### config.mk
export PLATFORM = sky130hd
export DESIGN_NAME = i2c_eeprom_byte_controller_top
export DESIGN_NICKNAME = d
export VERILOG_FILES = /design/src/rtl/core/i2cee_pkg.sv /design/src/rtl/core/i2cee_front.sv /design/src/rtl/core/i2cee_back.sv /design/src/rtl/core/i2c_eeprom_byte_controller_top.sv
export SDC_FILE = /design/constraint.sdc
export NUM_CORES = 1
export LEC_CHECK = 0
export BUFFER_PORTS_ARGS = -buffer_cell sky130_fd_sc_hd__clkbuf_2
export CAP_MARGIN = 40
export CELL_PAD_IN_SITES_DETAIL_PLACEMENT = 1
export CELL_PAD_IN_SITES_GLOBAL_PLACEMENT = 1
export CORE_MARGIN = 4
export CORE_UTILIZATION = 40
export CTS_CLUSTER_SIZE = 28
export DETAILED_ROUTE_END_ITERATION = 7
export MAX_ROUTING_LAYER = met4
export PLACE_DENSITY = 0.74
export SYNTH_ARGS = -nofsm -noshare
export SYNTH_HDL_FRONTEND = slang
export SYNTH_SLANG_ARGS = --single-unit
### constraint.sdc
create_clock -name clk -period 5.7 [get_ports clk]
set_clock_uncertainty 0.15 [all_clocks]
set_input_delay 0.57 -clock clk [delete_from_list [all_inputs] [get_ports clk]]
set_output_delay 0.57 -clock clk [all_outputs]
set_load 0.005 [all_outputs]
### src/rtl/core/i2cee_pkg.sv
`default_nettype none
package i2cee_pkg;

  localparam logic [1:0] CMD_TICK  = 2'd0;
  localparam logic [1:0] CMD_READ  = 2'd1;
  localparam logic [1:0] CMD_WRITE = 2'd2;

  localparam logic [1:0] REG_TWO_BYTE = 2'd0;
  localparam logic [1:0] REG_PHASE    = 2'd1;
  localparam logic [1:0] REG_TIMEOUT  = 2'd2;
  localparam logic [1:0] REG_WAIT     = 2'd3;

  localparam logic [7:0] CTRL_WRITE = 8'hA0;
  localparam logic [7:0] CTRL_READ  = 8'hA1;

  // Bus phases, one-hot.
  typedef enum logic [15:0] {
    PH_IDLE = 16'h0001, PH_S0  = 16'h0002, PH_S1  = 16'h0004, PH_S2  = 16'h0008,
    PH_TXL  = 16'h0010, PH_TXH = 16'h0020, PH_AKL = 16'h0040, PH_AKH = 16'h0080,
    PH_RXL  = 16'h0100, PH_RXH = 16'h0200, PH_NKL = 16'h0400, PH_NKH = 16'h0800,
    PH_P0   = 16'h1000, PH_P1  = 16'h2000, PH_P2  = 16'h4000, PH_WAIT = 16'h8000
  } phase_t;

  typedef enum logic [2:0] {
    STG_CTRL = 3'd0, STG_HIGH = 3'd1, STG_LOW = 3'd2,
    STG_DATA = 3'd3, STG_RCTRL = 3'd4, STG_RECV = 3'd5
  } stage_t;

  // Classified tick handed from the front to the back part.
  typedef struct packed {
    logic        start;
    logic        is_wr;
    logic [15:0] addr;
    logic [7:0]  data;
    logic        sda;
  } tick_t;

  typedef struct packed {
    logic       scl;
    logic       pull;
    logic       busy;
    logic       done;
    logic [7:0] rbyte;
    logic       err;
  } res_t;

  typedef struct packed {
    logic        two_byte;
    logic [9:0]  phase_ticks;
    logic [7:0]  ack_timeout;
    logic [19:0] wait_ticks;
  } cfg_t;

endpackage
`default_nettype wire

### src/rtl/core/i2cee_front.sv
`default_nettype none
module i2cee_front (
  input  wire logic           clk,
  input  wire logic           rst_n,
  input  wire logic           in_valid,
  output logic                in_ready,
  input  wire logic [1:0]     cmd,
  input  wire logic [15:0]    mem_address,
  input  wire logic [7:0]     write_byte,
  input  wire logic           sda_sample,
  output i2cee_pkg::tick_t    q_data,
  output logic                q_valid,
  input  wire logic           q_ready
);
  import i2cee_pkg::*;

  // Two-entry queue toward the back part.
  tick_t      mem_r [2];
  logic       wp_r, rp_r, wp_nxt, rp_nxt;
  logic [1:0] cnt_r, cnt_nxt;
  logic       push, pop;
  tick_t      cls;

  // Classify the command; code 3 acts as a plain tick.
  always_comb begin
    cls.start = (cmd == CMD_READ) || (cmd == CMD_WRITE);
    cls.is_wr = (cmd == CMD_WRITE);
    cls.addr  = mem_address;
    cls.data  = write_byte;
    cls.sda   = sda_sample;
  end

  assign in_ready = (cnt_r != 2'd2);
  assign push     = in_valid && in_ready;
  assign q_valid  = (cnt_r != 2'd0);
  assign pop      = q_valid && q_ready;
  assign q_data   = mem_r[rp_r];

  always_comb begin
    wp_nxt  = wp_r ^ push;
    rp_nxt  = rp_r ^ pop;
    cnt_nxt = cnt_r + {1'b0, push} - {1'b0, pop};
  end

  always_ff @(posedge clk) begin
    if (!rst_n) begin
      wp_r <= 1'b0; rp_r <= 1'b0; cnt_r <= 2'd0;
    end else begin
      wp_r <= wp_nxt; rp_r <= rp_nxt; cnt_r <= cnt_nxt;
    end
  end

  always_ff @(posedge clk) begin
    if (push) mem_r[wp_r] <= cls;
  end
endmodule
`default_nettype wire

### src/rtl/core/i2cee_back.sv
`default_nettype none
module i2cee_back (
  input  wire logic             clk,
  input  wire logic             rst_n,
  input  wire i2cee_pkg::cfg_t  cfg,
  input  wire i2cee_pkg::tick_t q_data,
  input  wire logic             q_valid,
  output logic                  q_ready,
  output i2cee_pkg::res_t       res,
  output logic                  res_valid,
  input  wire logic             res_ready
);
  import i2cee_pkg::*;

  phase_t      ph_r, ph_nxt;
  stage_t      stg_r, stg_nxt;
  logic [3:0]  bit_r, bit_nxt;
  logic [7:0]  sh_r, sh_nxt;
  logic [9:0]  pc_r, pc_nxt;
  logic [7:0]  poll_r, poll_nxt;
  logic [19:0] wc_r, wc_nxt;
  logic [15:0] addr_r, addr_nxt;
  logic [7:0]  data_r, data_nxt;
  logic        wr_r, wr_nxt, err_r, err_nxt, done;
  logic [7:0]  hold_r, hold_nxt;
  logic [9:0]  limit, pc_inc;
  logic [7:0]  blk;
  res_t        out_r, out_nxt;
  logic        ov_r;
  logic        step;

  // Output register; a new tick is taken when the slot is free or drains.
  assign q_ready   = !ov_r || res_ready;
  assign step      = q_valid && q_ready;
  assign res       = out_r;
  assign res_valid = ov_r;

  assign limit  = (cfg.phase_ticks == 10'd0) ? 10'd1 : cfg.phase_ticks;
  assign pc_inc = pc_r + 10'd1;
  assign blk    = cfg.two_byte ? 8'd0 : {4'd0, addr_r[10:8], 1'b0};

  // Sequencer: one bus step per tick.
  always_comb begin
    ph_nxt = ph_r; stg_nxt = stg_r; bit_nxt = bit_r; sh_nxt = sh_r;
    pc_nxt = pc_r; poll_nxt = poll_r; wc_nxt = wc_r; addr_nxt = addr_r;
    data_nxt = data_r; wr_nxt = wr_r; err_nxt = err_r; hold_nxt = hold_r;
    done = 1'b0;
    case (ph_r)
      PH_IDLE: begin
        if (q_data.start) begin
          addr_nxt = q_data.addr; data_nxt = q_data.data; wr_nxt = q_data.is_wr;
          err_nxt = 1'b0; stg_nxt = STG_CTRL; bit_nxt = 4'd0; pc_nxt = 10'd0;
          poll_nxt = 8'd0; wc_nxt = 20'd0; ph_nxt = PH_S0;
        end
      end
      PH_AKH: begin
        if (!q_data.sda) begin
          pc_nxt = 10'd0;
          case (stg_r)
            STG_CTRL: begin
              bit_nxt = 4'd0; ph_nxt = PH_TXL;
              if (cfg.two_byte) begin
                stg_nxt = STG_HIGH; sh_nxt = addr_r[15:8];
              end else begin
                stg_nxt = STG_LOW; sh_nxt = addr_r[7:0];
              end
            end
            STG_HIGH: begin
              stg_nxt = STG_LOW; sh_nxt = addr_r[7:0]; bit_nxt = 4'd0; ph_nxt = PH_TXL;
            end
            STG_LOW: begin
              if (wr_r) begin
                stg_nxt = STG_DATA; sh_nxt = data_r; bit_nxt = 4'd0; ph_nxt = PH_TXL;
              end else begin
                stg_nxt = STG_RCTRL; ph_nxt = PH_S0;
              end
            end
            STG_RCTRL: begin
              stg_nxt = STG_RECV; sh_nxt = 8'd0; bit_nxt = 4'd0; ph_nxt = PH_RXL;
            end
            default: ph_nxt = PH_P0;
          endcase
        end else if (poll_r >= cfg.ack_timeout) begin
          err_nxt = 1'b1; pc_nxt = 10'd0; ph_nxt = PH_P0;
        end else begin
          poll_nxt = poll_r + 8'd1;
        end
      end
      PH_WAIT: begin
        wc_nxt = wc_r + 20'd1;
        if (wc_nxt >= cfg.wait_ticks) begin
          ph_nxt = PH_IDLE; pc_nxt = 10'd0; done = 1'b1;
        end
      end
      default: begin
        pc_nxt = pc_inc;
        if (pc_inc >= limit) begin
          pc_nxt = 10'd0;
          case (ph_r)
            PH_S0: ph_nxt = PH_S1;
            PH_S1: ph_nxt = PH_S2;
            PH_S2: begin
              sh_nxt = ((stg_r == STG_RCTRL) ? CTRL_READ : CTRL_WRITE) | blk;
              bit_nxt = 4'd0; ph_nxt = PH_TXL;
            end
            PH_TXL: ph_nxt = PH_TXH;
            PH_TXH: begin
              sh_nxt = {sh_r[6:0], 1'b0};
              if (bit_r == 4'd7) begin
                bit_nxt = 4'd0; poll_nxt = 8'd0; ph_nxt = PH_AKL;
              end else begin
                bit_nxt = bit_r + 4'd1; ph_nxt = PH_TXL;
              end
            end
            PH_AKL: ph_nxt = PH_AKH;
            PH_RXL: ph_nxt = PH_RXH;
            PH_RXH: begin
              sh_nxt = {sh_r[6:0], q_data.sda};
              if (bit_r == 4'd7) begin
                bit_nxt = 4'd0; hold_nxt = sh_nxt; ph_nxt = PH_NKL;
              end else begin
                bit_nxt = bit_r + 4'd1; ph_nxt = PH_RXL;
              end
            end
            PH_NKL: ph_nxt = PH_NKH;
            PH_NKH: ph_nxt = PH_P0;
            PH_P0:  ph_nxt = PH_P1;
            PH_P1:  ph_nxt = PH_P2;
            default: begin
              if (wr_r && !err_r && (cfg.wait_ticks != 20'd0)) begin
                wc_nxt = 20'd0; ph_nxt = PH_WAIT;
              end else begin
                ph_nxt = PH_IDLE; done = 1'b1;
              end
            end
          endcase
        end
      end
    endcase
  end

  // Bus levels decoded from the new phase.
  always_comb begin
    out_nxt.scl = 1'b1; out_nxt.pull = 1'b0;
    case (ph_nxt)
      PH_S0, PH_AKL, PH_RXL, PH_NKL: out_nxt.scl = 1'b0;
      PH_S2, PH_P1: out_nxt.pull = 1'b1;
      PH_P0: begin out_nxt.scl = 1'b0; out_nxt.pull = 1'b1; end
      PH_TXL: begin out_nxt.scl = 1'b0; out_nxt.pull = !sh_nxt[7]; end
      PH_TXH: out_nxt.pull = !sh_nxt[7];
      default: ;
    endcase
    out_nxt.busy  = (ph_nxt != PH_IDLE);
    out_nxt.done  = done;
    out_nxt.rbyte = hold_nxt;
    out_nxt.err   = err_nxt;
  end

  always_ff @(posedge clk) begin
    if (!rst_n) begin
      ph_r <= PH_IDLE; stg_r <= STG_CTRL; bit_r <= 4'd0; sh_r <= 8'd0;
      pc_r <= 10'd0; poll_r <= 8'd0; wc_r <= 20'd0; addr_r <= 16'd0;
      data_r <= 8'd0; wr_r <= 1'b0; err_r <= 1'b0; hold_r <= 8'd0; ov_r <= 1'b0;
    end else begin
      if (step) begin
        ph_r <= ph_nxt; stg_r <= stg_nxt; bit_r <= bit_nxt; sh_r <= sh_nxt;
        pc_r <= pc_nxt; poll_r <= poll_nxt; wc_r <= wc_nxt; addr_r <= addr_nxt;
        data_r <= data_nxt; wr_r <= wr_nxt; err_r <= err_nxt; hold_r <= hold_nxt;
      end
      if (q_ready) ov_r <= q_valid;
    end
  end

  always_ff @(posedge clk) begin
    if (step) out_r <= out_nxt;
  end
endmodule
`default_nettype wire

### src/rtl/core/i2c_eeprom_byte_controller_top.sv
// Byte-level I2C master for serial EEPROMs: one-byte random read or write.
// Input stream: each request is one timebase tick with the sampled SDA level;
// a read or write command on a tick while idle starts a transaction.
// Output stream: one result per request with SCL, SDA drive, busy, done,
// the last read byte and the acknowledge error flag.
// Configuration: cfg_we writes register cfg_addr (0 two-byte address,
// 1 phase ticks, 2 ack timeout, 3 write wait ticks); the user must write
// only while the block is idle; the block does not enforce this. Requests
// pass the queue register, results the output register. Throughput: one
// request per cycle when not stalled, set by the one-step-per-tick sequencer.
// A two-entry queue separates the front from the sequencer, so a stalled
// output holds its result and the front keeps accepting until the queue fills.
// Reset (rst_n low, synchronous) returns the bus to idle: SCL high, SDA
// released, registers at their reset values, queue and output empty.
`default_nettype none
module i2c_eeprom_byte_controller_top (
  input  wire logic        clk,
  input  wire logic        rst_n,
  input  wire logic        s_axis_tvalid,
  output logic             s_axis_tready,
  // [1:0] cmd, [17:2] mem_address, [25:18] write_byte, [26] sda_sample, zero pad
  input  wire logic [31:0] s_axis_tdata,
  output logic             m_axis_tvalid,
  input  wire logic        m_axis_tready,
  // [0] scl_level, [1] sda_pull_low, [2] busy_res, [3] done_res,
  // [11:4] read_byte, [12] ack_failed, zero pad
  output logic [15:0]      m_axis_tdata,
  input  wire logic        cfg_we,
  input  wire logic [1:0]  cfg_addr,
  input  wire logic [19:0] cfg_wdata
);
  import i2cee_pkg::*;

  cfg_t  cfg_r;
  tick_t q_data;
  logic  q_valid, q_ready;
  res_t  res;

  // Configuration registers.
  always_ff @(posedge clk) begin
    if (!rst_n) begin
      cfg_r.two_byte <= 1'b0; cfg_r.phase_ticks <= 10'd2;
      cfg_r.ack_timeout <= 8'd250; cfg_r.wait_ticks <= 20'd10000;
    end else if (cfg_we) begin
      case (cfg_addr)
        REG_TWO_BYTE: cfg_r.two_byte    <= cfg_wdata[0];
        REG_PHASE:    cfg_r.phase_ticks <= cfg_wdata[9:0];
        REG_TIMEOUT:  cfg_r.ack_timeout <= cfg_wdata[7:0];
        REG_WAIT:     cfg_r.wait_ticks  <= cfg_wdata;
        default: ;
      endcase
    end
  end

  i2cee_front u_front (
    .clk, .rst_n, .in_valid(s_axis_tvalid), .in_ready(s_axis_tready),
    .cmd(s_axis_tdata[1:0]), .mem_address(s_axis_tdata[17:2]),
    .write_byte(s_axis_tdata[25:18]), .sda_sample(s_axis_tdata[26]),
    .q_data, .q_valid, .q_ready
  );

  i2cee_back u_back (
    .clk, .rst_n, .cfg(cfg_r), .q_data, .q_valid, .q_ready,
    .res, .res_valid(m_axis_tvalid), .res_ready(m_axis_tready)
  );

  assign m_axis_tdata = {3'd0, res.err, res.rbyte, res.done, res.busy, res.pull, res.scl};

`ifndef SYNTHESIS
  // Done only comes with the bus back at rest.
  a_done_idle: assert property (@(posedge clk) disable iff (!rst_n)
    m_axis_tvalid && m_axis_tdata[3] |-> !m_axis_tdata[2] && m_axis_tdata[0])
    else $error("done without idle bus");
  // Idle bus never drives SDA.
  a_idle_release: assert property (@(posedge clk) disable iff (!rst_n)
    m_axis_tvalid && !m_axis_tdata[2] |-> !m_axis_tdata[1])
    else $error("SDA driven while idle");
  // A stalled result holds.
  a_hold: assert property (@(posedge clk) disable iff (!rst_n)
    m_axis_tvalid && !m_axis_tready |=> m_axis_tvalid && $stable(m_axis_tdata))
    else $error("result changed under stall");
`endif
endmodule
`default_nettype wire

* Word-level counts from Yosys, hierarchy flattened
Memories as Yosys holds them, arrays and structs flattened. A register that Yosys moved wholly into a read port is not among the register bits. Index checks and enable logic that the tools add are counted.
Word-level totals: word-level logic and storage cells 204, memory bits (writable) 54, input bits 59, memories kept 1, flip-flop bits (word level) 160
Memories:
- u_front.mem_r | words 2, bits a word 27, read ports 1, clocked after Yosys merged registers in 1, write ports 1, RTL line i2cee_front.sv:18 | tick_t mem_r [2];
Operators by class: bitwise operators 6, muxes and demuxes 72, reduce and logical (&&, ||, !) cells 44, add/subtract/negate cells 6, eq/ne operators 45, magnitude comparators 3
Operators by type and width (count):
- $pmux W16 S12 | 1
- $mux W8 | 14
- $mux W16 | 6
- $pmux W16 S3 | 2
- $mux W20 | 4
- $mux W10 | 6
- $pmux W20 S3 | 1
- $pmux W8 S3 | 2
- $eq A16 B11 Y1 const B | 2
- $eq A16 B13 Y1 const B | 2
- $eq A16 B14 Y1 const B | 2
- $eq A16 B2 Y1 const B | 2
- $eq A16 B4 Y1 const B | 2
- $eq A16 B5 Y1 const B | 2
- $eq A16 B6 Y1 const B | 2
- $eq A16 B7 Y1 const B | 2
- $eq A16 B9 Y1 const B | 2
- $pmux W8 S4 | 1
- $pmux W10 S3 | 1
- $mux W4 | 6
- $add A20 B1 Y20 const B | 1
- $ge A20 B20 Y1 | 1
- $reduce_bool A20 Y1 | 1
- $eq A16 B1 Y1 const B | 1
- 60 further kinds | 110

* Longest topological paths before layout
Gate-level depths: netlist (run 1).
depth after elaboration 10, depth in mapped cells 18

* Hierarchy
Synthesis (run 1) repeated with hierarchy kept, for this count alone.
Second synthesis, totals: cell total of the unflattened synthesis 1263, area, all modules 11438.5 µm²
Modules (own cells, without submodules):
- i2cee_back | times used 1, cells an instance 979, area each 7607.3 µm²
- i2cee_front | times used 1, cells an instance 116, area each 2235.9 µm²
- i2c_eeprom_byte_controller_top | times used 1, cells an instance 168, area each 1595.3 µm²

* Worst setup path before layout (run 1)
OpenSTA, ideal clock, no wires.
path type flip-flop to flip-flop, from reg u_back.wc_r[0], to reg u_back.out_r (netlist bit u_back.res[12]), data pin, stages on the path, launching flop included 18, data required time 5291 ps, setup slack 1545 ps, setup time 259 ps, path buffers 1, data arrival time 3746 ps, cell sequence dfxtp_1 > ha_1 > nand3_1 > nor2_1 > nand3_1 > or4_1 > clkbuf_1 > nor2_1 > xor2_1 > ha_1 > nand4_1 > nor3_1 > a221oi_1 > o21ai_0 > a31oi_1 > o221ai_1 > nand3b_1 > a211o_1
RTL lines:
- start, declared | RTL line i2cee_back.sv:21 | logic [19:0] wc_r, wc_nxt;
- start signal, assigned | RTL line i2cee_back.sv:167 | pc_r <= pc_nxt; poll_r <= poll_nxt; wc_r <= wc_nxt; addr_r <= addr_nxt;
- end signal, assigned | RTL line i2cee_back.sv:175 | if (step) out_r <= out_nxt;
- end, declared | RTL line i2cee_back.sv:28 | res_t out_r, out_nxt;

==> results of run 1 <==
## worst max-delay path, delay by kind of cell, from the launching register on
| kind | cells | cell delay (ns) |
|---|---|---|
| simple gates | 8 | 1.92 |
| fa+ha+maj | 2 | 0.57 |
| xor+xnor | 1 | 0.26 |
| flops | 1 | 0.43 |
| compound gates | 5 | 1.07 |
| buf+inv | 1 | 0.17 |
## layer usage
metal,vias to the layer above,GRT usage,wire [µm]
li1,4423,-,-
met1,4476,0.265,14100
met2,156,0.331,14500
met3,44,0.0214,966
met4,0,0.0477,680
met5,-,-,0
## Yosys cell counts, types with 4 or more instances
master	count
o211ai_1	21
or4b_2	4
inv_1	53
nand3_1	45
xor2_1	16
a31oi_1	9
a22oi_1	17
or3_1	7
or4_1	6
a22o_1	5
nand2b_1	4
nor4b_1	7
nor2_1	84
edfxtp_1	67
mux2_2	18
a21boi_0	42
o22ai_1	6
buf_4	6
buf_6	5
nand4_1	11
mux2i_1	44
o211a_1	37
a211oi_1	11
xnor2_1	24
nor2b_1	26
clkbuf_1	43
and2_1	9
a211o_1	7
o21ai_0	30
nand2_1	151
ha_1	47
dfxtp_1	148
nor3b_1	16
nor4_1	13
nor4_4	4
a21o_1	10
nor3_1	18
and3_1	16
buf_2	16
a21oi_1	24
nand3b_1	10
## where the power goes
group,switching (mW),internal (mW)
Sequential,0.155,1.84
Clock,0.658,1.07
Combinational,1.04,0.623
## layout make-up
class	instances	area, µm²
multi-input cells	855	5860
flip-flops and latches	215	4970
inverters	53	199
clock inverters	14	205
clock buffers	32	682
repair buffers	87	510
fillers	3219	15000
well taps	378	473
## worst paths after layout
path	startpoint	cells past startpoint	to
worst max-delay path	u_back.wc_r[0]	17	u_back.res[12]
worst min-delay path	s_axis_tdata[13]	1	u_front.mem_r[0][20]
worst max register to register	u_back.wc_r[0]	17	u_back.res[12]
worst min register to register	u_back.wc_r[18]	2	u_back.wc_r[18]
## sequential cells by signal (all words and copies together), names as in the netlist, 2 cells and up, named ones only
name,flops
u_front.mem_r,54
cfg_r,39
u_back.wc_r,20
u_back.addr_r,16
u_back.ph_r,16
u_back.res,13
u_back.pc_r,10
u_back.data_r,8
u_back.hold_r,8
u_back.poll_r,8
u_back.sh_r,8
u_back.bit_r,4
u_back.stg_r,3
u_front.cnt_r,2
## kinds of logic after synthesis
group,share of synthesized area
AO/OA/AOI/OAI,0.168
XOR/XNOR,0.0308
adder cells (fa/ha/maj),0.0526
buffers and inverters,0.0486
flip-flops,0.437
multiplexers,0.0575
other,0.000330
AND/OR/NAND/NOR,0.205
## cell usage in the layout (no fill, tap or decap), drive strengths merged, types with 37 or more instances in the layout
master / synthesis / layout
nor2: 84 / 84
edfxtp: 67 / 67
a21boi: 44 / 44
clkbuf: 43 / 99
nand3: 45 / 45
o211a: 37 / 37
inv: 53 / 55
mux2i: 44 / 44
nand2: 151 / 151
dfxtp: 148 / 148
ha: 47 / 47
## stage by stage
| stage | util | total power, mW | cell area [µm²] |
|---|---|---|---|
| 6_report | 0.462 | 5.39 | 12900 |
| 5_1_grt | 0.462 | 5.71 | 12900 |
| 4_1_cts | 0.462 | 5.44 | 12900 |
| 3_5_place_dp | 0.430 | 3.68 | 12000 |
| 3_3_place_gp | 0.428 | 3.61 | 12000 |
| 2_1_floorplan | - | 3.19 | 11400 |
==> metrics.txt, run 1 <==
number of synthesized flops with an enable pin 67; Routed Antenna Nets 0; part of the cycle the worst path needs 0.849; hold slack 0.0667 ns; post-synthesis cell area 0.0114 mm²; Crit Path Max Fanout 6; RSZ-0062 raised after global routing no; Cells after Synth 1194; Worst Path Arrival 4.97 ns; std cell rows 61; setup violation total in the final timing report 0; Sink Count 215; P&R area growth vs syn 13.5%; Max VDD drop 0.298 mV; crit start category flop; Clock Latency Late Sink 0.54 ns; worst-path cell chain ha_1, nand3_1, nor2_1, nand3_1, or4_1, nor2_1, xor2_1, ha_1, nand4_1, nor3_1, a221oi_1, o21ai_0, a31oi_1, buf_4, o221ai_1, nand3b_1, a211o_1; fraction of registers with async set or reset after synthesis 0; die area 0.0312 mm²; vias 9099; Fin. Hold Viols 0; Top FF cell, synth dfxtp_1; die height 177 µm; antenna violations before repair 0; crit path setup slack, layout 0.861 ns; remaining global-route overflow 0; I/O Buffers 68; minimum clock period 4.84 ns; sequential area share after synthesis 0.437; area fraction of the dominant cell type after synthesis 0.260; biggest area consumer among synthesized cells dfxtp_1; Max clock buf depth 3; CTS tree yes; post-CTS setup buffers 0; final max-slew violation count 0; total track usage 0.200; Crit Path Category flop to flop; Vias/cell 5.57; worst-margin pin slew 0.853 ns; Final nets 1343; Synth area leaders dfxtp_1 26%, edfxtp_1 18%, ha_1 5.2%; CTS buffer count 25; post-route insts no fill 1634; detailed placement HPWL 21600 µm; Yosys warnings 0; # resized after CTS 0; # placed instances 1588; WL per Instance 18.5 µm; Die X 177 µm; # diodes 0; Highest Clock Rate 207 MHz; Worst Path Required 5.83 ns; DRC 0; Initial Util 0.407; clock transition at the registers of the reported paths 0.06 ns; slew margin rel. 0.429; Place WS 0.940 ns; Sum Neg Setup Slack 0 ns; 1st-iter DRT viols 423; final WL 30300 µm; drt first pass iters 5; Yosys reg bits 215; Worst Hold Class input pin to flop; Crit. End Element flop; max-cap viol count 0; slowest cell on the critical path or4_1; Crit path largest cell delay 0.65 ns; CTS root buf clkbuf_16; core area 0.0279 mm²; Yosys cell types 79; power per cell area 418 mW/mm²; share of layout cells above drive strength 1 0.135; first-pass GRT wire length 49900 µm; H-Tree Depth 1; largest net degree at the start of global routing 77; Synth Area per Inst 9.53 µm²; routability congestion estimate 0.945; outcome complete, no violations; I/O Pins 77; static leakage 5.33 nW; CTS hold repair buffers 0; R2R setup slack 0.86 ns; vias in the first global route 9373
(Power assumes the default switching activity.)
==> inputs of run 2 (changes only) <==
Clock period 5.7 ns to 4.9 ns, I/O delays scaled along.
==> run 2 against run 1 <==
  * Non-clock buffer count up 31
  * Sequential share of layout area shrank 0.51 points
  * First-iteration DRC count rose by 31%
  * Critical path type unchanged
  * Largest power group unchanged
  * Highest routed layer unchanged
==> metrics.txt, run 2 (synthesis gave the netlist of run 1 again) <==
core area 0.0279 mm² (unchanged); routability congestion estimate 0.964 (+2.1%); drt first pass iters 4 (-1); final WL 30700 µm (+1.3%); clock transition at the registers of the reported paths 0.06 ns (about the same); Crit Path Max Fanout 6 (unchanged); first-pass GRT wire length 49900 µm (+0.11%); DRC 0 (unchanged); max reg flops 54 (unchanged); crit start category flop; Worst Path Arrival 4.75 ns (-0.22 ns); Sum Neg Setup Slack 0 ns (unchanged); Fin. Hold Viols 0 (unchanged); largest net degree at the start of global routing 64 (-17%); CTS root buf clkbuf_16; final max-slew violation count 0 (unchanged); Final nets 1374 (+2.3%); area of the multi-input gates 0.00586 mm² (unchanged); I/O Buffers 68 (unchanged); most common cell after layout, fill and taps aside nand2_1; Max VDD drop 0.373 mV (+25%); Worst Path Buf+Inv 1 (unchanged); max-cap viol count 0 (unchanged); worst-path cell chain ha_1, nand3_1, nor2_1, nand3_1, or4_1, nor2_1, xor2_1, ha_1, nand4_1, nor3_1, a221oi_1, o21ai_0, a31oi_1, buf_4, o221ai_1, nand3b_1, a211o_1; post-CTS setup buffers 0 (unchanged); WL per Instance 18.4 µm (-0.56%); remaining global-route overflow 0 (unchanged); RSZ-0062 raised after global routing no; Highest Clock Rate 216 MHz (+4.6%); worst-margin pin slew 0.962 ns (+0.109 ns); vias in the first global route 9426 (+0.57%); Initial Util 0.407 (unchanged); Crit Path Category flop to flop; power per cell area 466 mW/mm² (+11%); total track usage 0.200 (+0.000727); die area 0.0312 mm² (unchanged); Crit path largest cell delay 0.57 ns (-0.08 ns); register area 0.00497 mm² (unchanged); Worst Path Required 5.02 ns (-0.81 ns); die height 177 µm (unchanged); # diodes 0 (unchanged); detailed placement HPWL 22000 µm (+2.1%); biggest regs u_front.mem_r x54, cfg_r x39, u_back.wc_r x20; 1st-iter DRT viols 555 (+31%); Routed Antenna Nets 0 (unchanged); slowest cell on the critical path or4_1; top cell family by delay on the critical path simple AND/OR/NAND/NOR gates; Max clock buf depth 3 (unchanged); setup violation total in the final timing report 0 (unchanged); Die X 177 µm (unchanged); Final Total Pwr 6.09 mW (+13%); static leakage 5.42 nW (+1.7%); I/O Pins 77 (unchanged); minimum clock period 4.63 ns (-0.211 ns); # fillers 3160 (-1.8%); antenna violations before repair 0 (unchanged); largest reg by FF count u_front.mem_r; CTS tree yes; vias 9187 (+0.97%); share of layout cells above drive strength 1 0.139 (+0.00373); Sink Count 215 (unchanged); Worst Hold Class input pin to flop; CTS buffer count 25 (unchanged); slew margin rel. 0.353 (-0.0765); Crit. End Element flop; most frequent cells in the layout 151 x nand2_1, 148 x dfxtp_1, 83 x nor2_1, 67 x clkbuf_2, 67 x edfxtp_1; Vias/cell 5.52 (-0.91%); outcome complete, no violations; std cell rows 61 (unchanged); part of the cycle the worst path needs 0.944 (+0.0955); P&R area growth vs syn 15.0%; H-Tree Depth 1 (unchanged); Util after Layout 0.468 (+0.00614); Clock Latency Late Sink 0.53 ns (about the same)
==> run 2: cell count changes in the layout (fill, tap and decap cells not counted), moves of 2 or more <==
| cell | delta |
|---|---|
| dlygate4sd3_1 | +21 |
| clkbuf_1 | +2 |
| clkinv_2 | +2 |
| bufinv_16 | -4 |
| buf_4 | +11 |
==> run 2: worst paths after layout <==
path | slack [ns] | cells past startpoint | start | end
worst min-delay path | 0.02 | 1 | s_axis_tdata[15] | u_front.mem_r[0][22]
worst max register to register | 0.27 | 17 | u_back.wc_r[0] | u_back.res[12]
worst min register to register | 0.31 | 2 | u_back.wc_r[18] | u_back.wc_r[18]
worst max-delay path | 0.27 | 17 | u_back.wc_r[0] | u_back.res[12]
==> run 2: power by group <==
part | switching (mW) | internal [mW]
logic | 1.22 | 0.738
clock network | 0.741 | 1.05
registers | 0.189 | 2.14
total | 2.15 | 3.94
==> run 2: final cells by class <==
class                           instances  share of cell area
Tap cell                              378              0.0362
Clock buffer                           35              0.0538
Sequential cell                       215               0.380
Multi-Input combinational cell        855               0.448
Timing Repair Buffer                  118              0.0593
Clock inverter                         11             0.00689
Inverter                               53              0.0152
==> run 2: worst reg2reg max path: stages (launching register included) <==
cell      delay [ns]
dfxtp_1         0.43
ha_1            0.27
nand3_1         0.18
nor2_1          0.19
nand3_1         0.12
or4_1           0.57
nor2_1          0.16
xor2_1          0.25
ha_1            0.28
nand4_1         0.13
nor3_1          0.09
a221oi_1        0.26
o21ai_0         0.14
a31oi_1         0.16
buf_4           0.17
o221ai_1        0.30
nand3b_1        0.27
a211o_1         0.26
==> run 2: routing by layer <==
layer,GRT usage,part of all wire,up-vias
met3,0.0246,0.039,55
met1,0.265,0.46,4488
met5,-,0,-
met4,0.0496,0.024,0
li1,-,-,4471
met2,0.331,0.48,173
==> run 2: what timing repair did <==
item / CTS / global route
hold buffers: 21 / 0
endpoints found under the hold margin: 42 / 0
gates resized for setup: 0 / 0
==> run 2: through the flow <==
step | cell area [µm²] | hold WS, ns | std cells | worst slack, ns
after detailed placement | 12100 | 0.312 | 1598 | 0.354
final | 13100 | 0.0196 | 1665 | 0.272
after global placement | 12100 | 0.290 | 1596 | 0.479
after floorplan | 11400 | 0.281 | 1196 | 0.745
after global routing | 13100 | 0.00506 | 1665 | 0.0213
after CTS | 13100 | 0.00609 | 1665 | 0.301
